===== src/hdl/mme_ram.sv =====
// Generic single-write, single-read RAM with registered read data.
module mme_ram #(
   parameter int WIDTH = 32,
   parameter int DEPTH = 64
) (
   input  logic                             clock,
   input  logic                             wr_en,
   input  logic [(DEPTH>1?$clog2(DEPTH):1)-1:0] wr_addr,
   input  logic [WIDTH-1:0]                 wr_data,
   input  logic [(DEPTH>1?$clog2(DEPTH):1)-1:0] rd_addr,
   output logic [WIDTH-1:0]                 rd_data
);
   logic [WIDTH-1:0] mem_ff [DEPTH];
   logic [WIDTH-1:0] rd_data_ff;

   always_ff @(posedge clock) begin
      if (wr_en) begin
         mem_ff[wr_addr] <= wr_data;
      end
      rd_data_ff <= mem_ff[rd_addr];
   end

   assign rd_data = rd_data_ff;
endmodule


===== config.mk =====
export PLATFORM = sky130hd
export DESIGN_NAME = mme_ram
export DESIGN_NICKNAME = d
export VERILOG_FILES = /design/src/hdl/mme_ram.sv
export SDC_FILE = /design/constraint.sdc
export NUM_CORES = 2
export LEC_CHECK = 0
export BUFFER_PORTS_ARGS = -buffer_cell sky130_fd_sc_hd__buf_2
export CAP_MARGIN = 20
export CORE_UTILIZATION = 40
export DETAILED_ROUTE_END_ITERATION = 16
export GPL_TIMING_DRIVEN = 1
export HOLD_SLACK_MARGIN = 0.06
export SETUP_SLACK_MARGIN = 0.4
export SYNTH_ARGS = -nofsm -noshare
export SYNTH_HDL_FRONTEND = slang
export SYNTH_SLANG_ARGS = --single-unit

===== constraint.sdc =====
create_clock -name clock -period 3.77 [get_ports clock]
set_input_delay 0.377 -clock clock [delete_from_list [all_inputs] [get_ports clock]]
set_output_delay 0.377 -clock clock [all_outputs]
set_load 0.03 [all_outputs]

==> run metrics <==
outcome complete, no violations; WL met2 98800 um; largest net degree at the start of global routing 65; maximum fanout along the worst path 35; Max-Cap Viols 0; crit path kind primary input to flop; Synth Area in Compound Gates 1.67%; Yosys warnings 0; synthesis-stage register bit count 2080; GRT overflow 0; fin crit period 2.84 ns; Layout fillers 16000; FMAX 0.352 GHz; Final #Nets 3719; DIE HEIGHT 445 um; XOR/XNOR Fraction of Synth Area 0%; CTS HTree Levels 4; Clock Sinks 2080; DR top layer met5; total wire length 204000 um; top-area cell type share of the netlist area 78.3%; Post-Synth Simple-Gate Area 1.27%; Post-synth EDFFs 2048; CP most frequent cell mux4_2; top-count cell post-synth edfxtp_1; gr usage total 20.7%; Die Wd 445 um; DRT Pass-1 Iters 7; CTS tree yes; Clock Tree Root clkbuf_16; via/cell ratio 5.76; Syn Area/Cell 23.6 um2; dominant cell type by area after synthesis edfxtp_1; CP max-delay cell o22ai_1; IO Count 78; post-synthesis mux area share 16.8%; Final GP Congestion 0.789; Post-DP HPWL 115000 um; Async S/R FF share, synth 0%; worst clock skew 0.0245 ns; insertion delay to the later sink of the worst-skew pair 0.84 ns; CP Cell Sequence buf_8 -> buf_12 -> buf_4 -> mux4_2 -> mux4_2 -> o22ai_1 -> nor2_1; Initial Util 40.3%; Via Count 37300; required time worst endpoint 4.42 ns; CTS buffer count 202; RSZ-0062 raised after global routing no; area grow syn2layout 15.6%; worst rel slew slack 22.8%; Mapped Area 78500 um2; top post-synthesis cells by area edfxtp_1 78%, mux4_2 16%, mux2i_1 1.2%; Post-Syn Instances 3324; initial antenna violation count 24; HP Class primary input to flop; DR DRC count 0; post-synthesis sequential area ratio 79.1%; Synth Flop Type edfxtp_1; met3 routed wirelength 14900 um; critical path's largest stage delay 0.66 ns; Tcrit/Tclk final 75.4%; share of cells above drive strength 1 31.4%; Inst Count DP 6061; CP endpoint kind flop; WL per Instance 31.5 um; CP Data Arrival Time 3.49 ns; setup total negative slack 0 ns; Final Cell Area 90800 um2; Non-Filler Instances 6484; Pins Over Slew Limit 0; die area 198000 um2; top cells by count, synth 2048 x edfxtp_1, 544 x mux4_2, 137 x nor2_1, 93 x mux2i_1, 84 x o22ai_1; std cell rows 162; met1 WL 84600 um; clock buffer depth 3; first-pass GRT wire length 287000 um; Final setup viols 0; VDD IR max 0.371 mV; adder-cell share of the synthesized area 0%; Final Hold Viols 0; Port Buffers 77; DRT antenna net count 0; pwr dens 526 nW/um2; Cell Area, Placed 83900 um2; Synth cell types 34; combinational family with the most area after synthesis multiplexers; DRT iter0 DRCs 4235; vias in the first global route 37700; leak pwr 0.0282 uW; area of the core 195000 um2; CTS resizes 0; nature of the critical path startpoint primary input; Worst-Margin Slew 1.16 ns; syn_nets 3370; clock-pin slew of the registers on the worst-case setup and hold paths 0.06 ns
metrics by stage:
stage | setup slack (ns) | utilization, % | hold slack, ns | total power [uW]
floorplan | 0.741 | - | 0.476 | 27500
global placement | -0.00815 | 43.0 | 0.698 | 28700
detailed placement | 0.00279 | 43.0 | 0.710 | 28700
CTS | 0.918 | 46.3 | 0.0737 | 48100
global route | 0.907 | 46.6 | 0.0887 | 49000
finish | 0.929 | 46.6 | 0.104 | 47700
cells by family after synthesis:
kind of cell | count (synthesis)
AO/OA/AOI/OAI | 202
buffers and inverters | 182
flip-flops | 2080
multiplexers | 637
AND/OR/NAND/NOR | 223
routing by layer:
| layer | global-route usage (%) | vias to the layer above |
|---|---|---|
| met3 | 3.67 | 300 |
| met1 | 29.0 | 20500 |
| li1 | - | 15000 |
| met2 | 33.1 | 1505 |
| met4 | 6.49 | 10 |
| met5 | 0 | - |
sequential cells by signal, indices dropped and copies added (netlist names):
register and flops:
mem_ff 2048, rd_data 32
critical path, delay by kind of cell:
| kind | cells | cell delay [ns] |
|---|---|---|
| AND/OR/NAND/NOR | 1 | 0.26 |
| multiplexers | 2 | 1.00 |
| AO/OA/AOI/OAI | 1 | 0.66 |
| buffers and inverters | 3 | 1.06 |
final timing paths:
kind | start | to | cells past startpoint | slack [ns]
worst max-delay path | rd_addr[0] | rd_data[24] | 7 | 0.93
worst min register to register | mem_ff[28][4] | rd_data[4] | 4 | 0.77
worst min-delay path | wr_data[27] | mem_ff[29][27] | 1 | 0.10
worst max register to register | mem_ff[15][21] | rd_data[21] | 4 | 1.25
layout by cell type (no fill, tap or decap), types with 3 or more instances in the layout:
master,count
a21oi_1,62
a22oi_1,12
a311oi_1,8
a41o_1,4
and3_1,4
buf_12,47
buf_2,73
buf_4,184
buf_8,3
bufinv_16,10
clkbuf_1,56
clkbuf_16,204
clkbuf_8,17
clkinv_1,34
clkinv_2,31
clkinv_8,4
clkinvlp_4,10
dfxtp_1,32
diode_2,14
dlygate4sd3_1,18
edfxtp_1,2048
inv_6,7
mux2i_1,93
mux4_2,544
nand2_1,26
nand2b_1,7
nand3_1,5
nand3b_1,5
nor2_1,75
nor2_4,62
nor2b_1,15
nor3_1,5
o221ai_1,27
o22ai_1,84
o32ai_1,4
or3_1,3
or3b_2,3
report_power, final:
group	switching [uW]	internal, uW	total [uW]
Combinational	1550	952	2500
Sequential	123	25600	25700
Clock	8520	11000	19500
cell type report:
| class | count | area [um2] | share of cell area, % |
|---|---|---|---|
| antenna | 14 | 35.0 | 0.0386 |
| clock buffer | 277 | 5550 | 6.11 |
| clock inverter | 100 | 863 | 0.951 |
| multi-input combinational | 1062 | 16000 | 17.6 |
| sequential | 2080 | 62100 | 68.4 |
| tap | 2624 | 3280 | 3.62 |
| timing repair buffer | 327 | 2950 | 3.25 |
repair_timing:
| item | CTS | global route |
|---|---|---|
| endpoints found under the setup margin | 0 | 0 |
| hold buffers | 6 | 12 |
| buffers inserted | 0 | 0 |
| endpoints found under the hold margin | 103 | 185 |
Note: power is estimated with default switching activity, not from simulation.
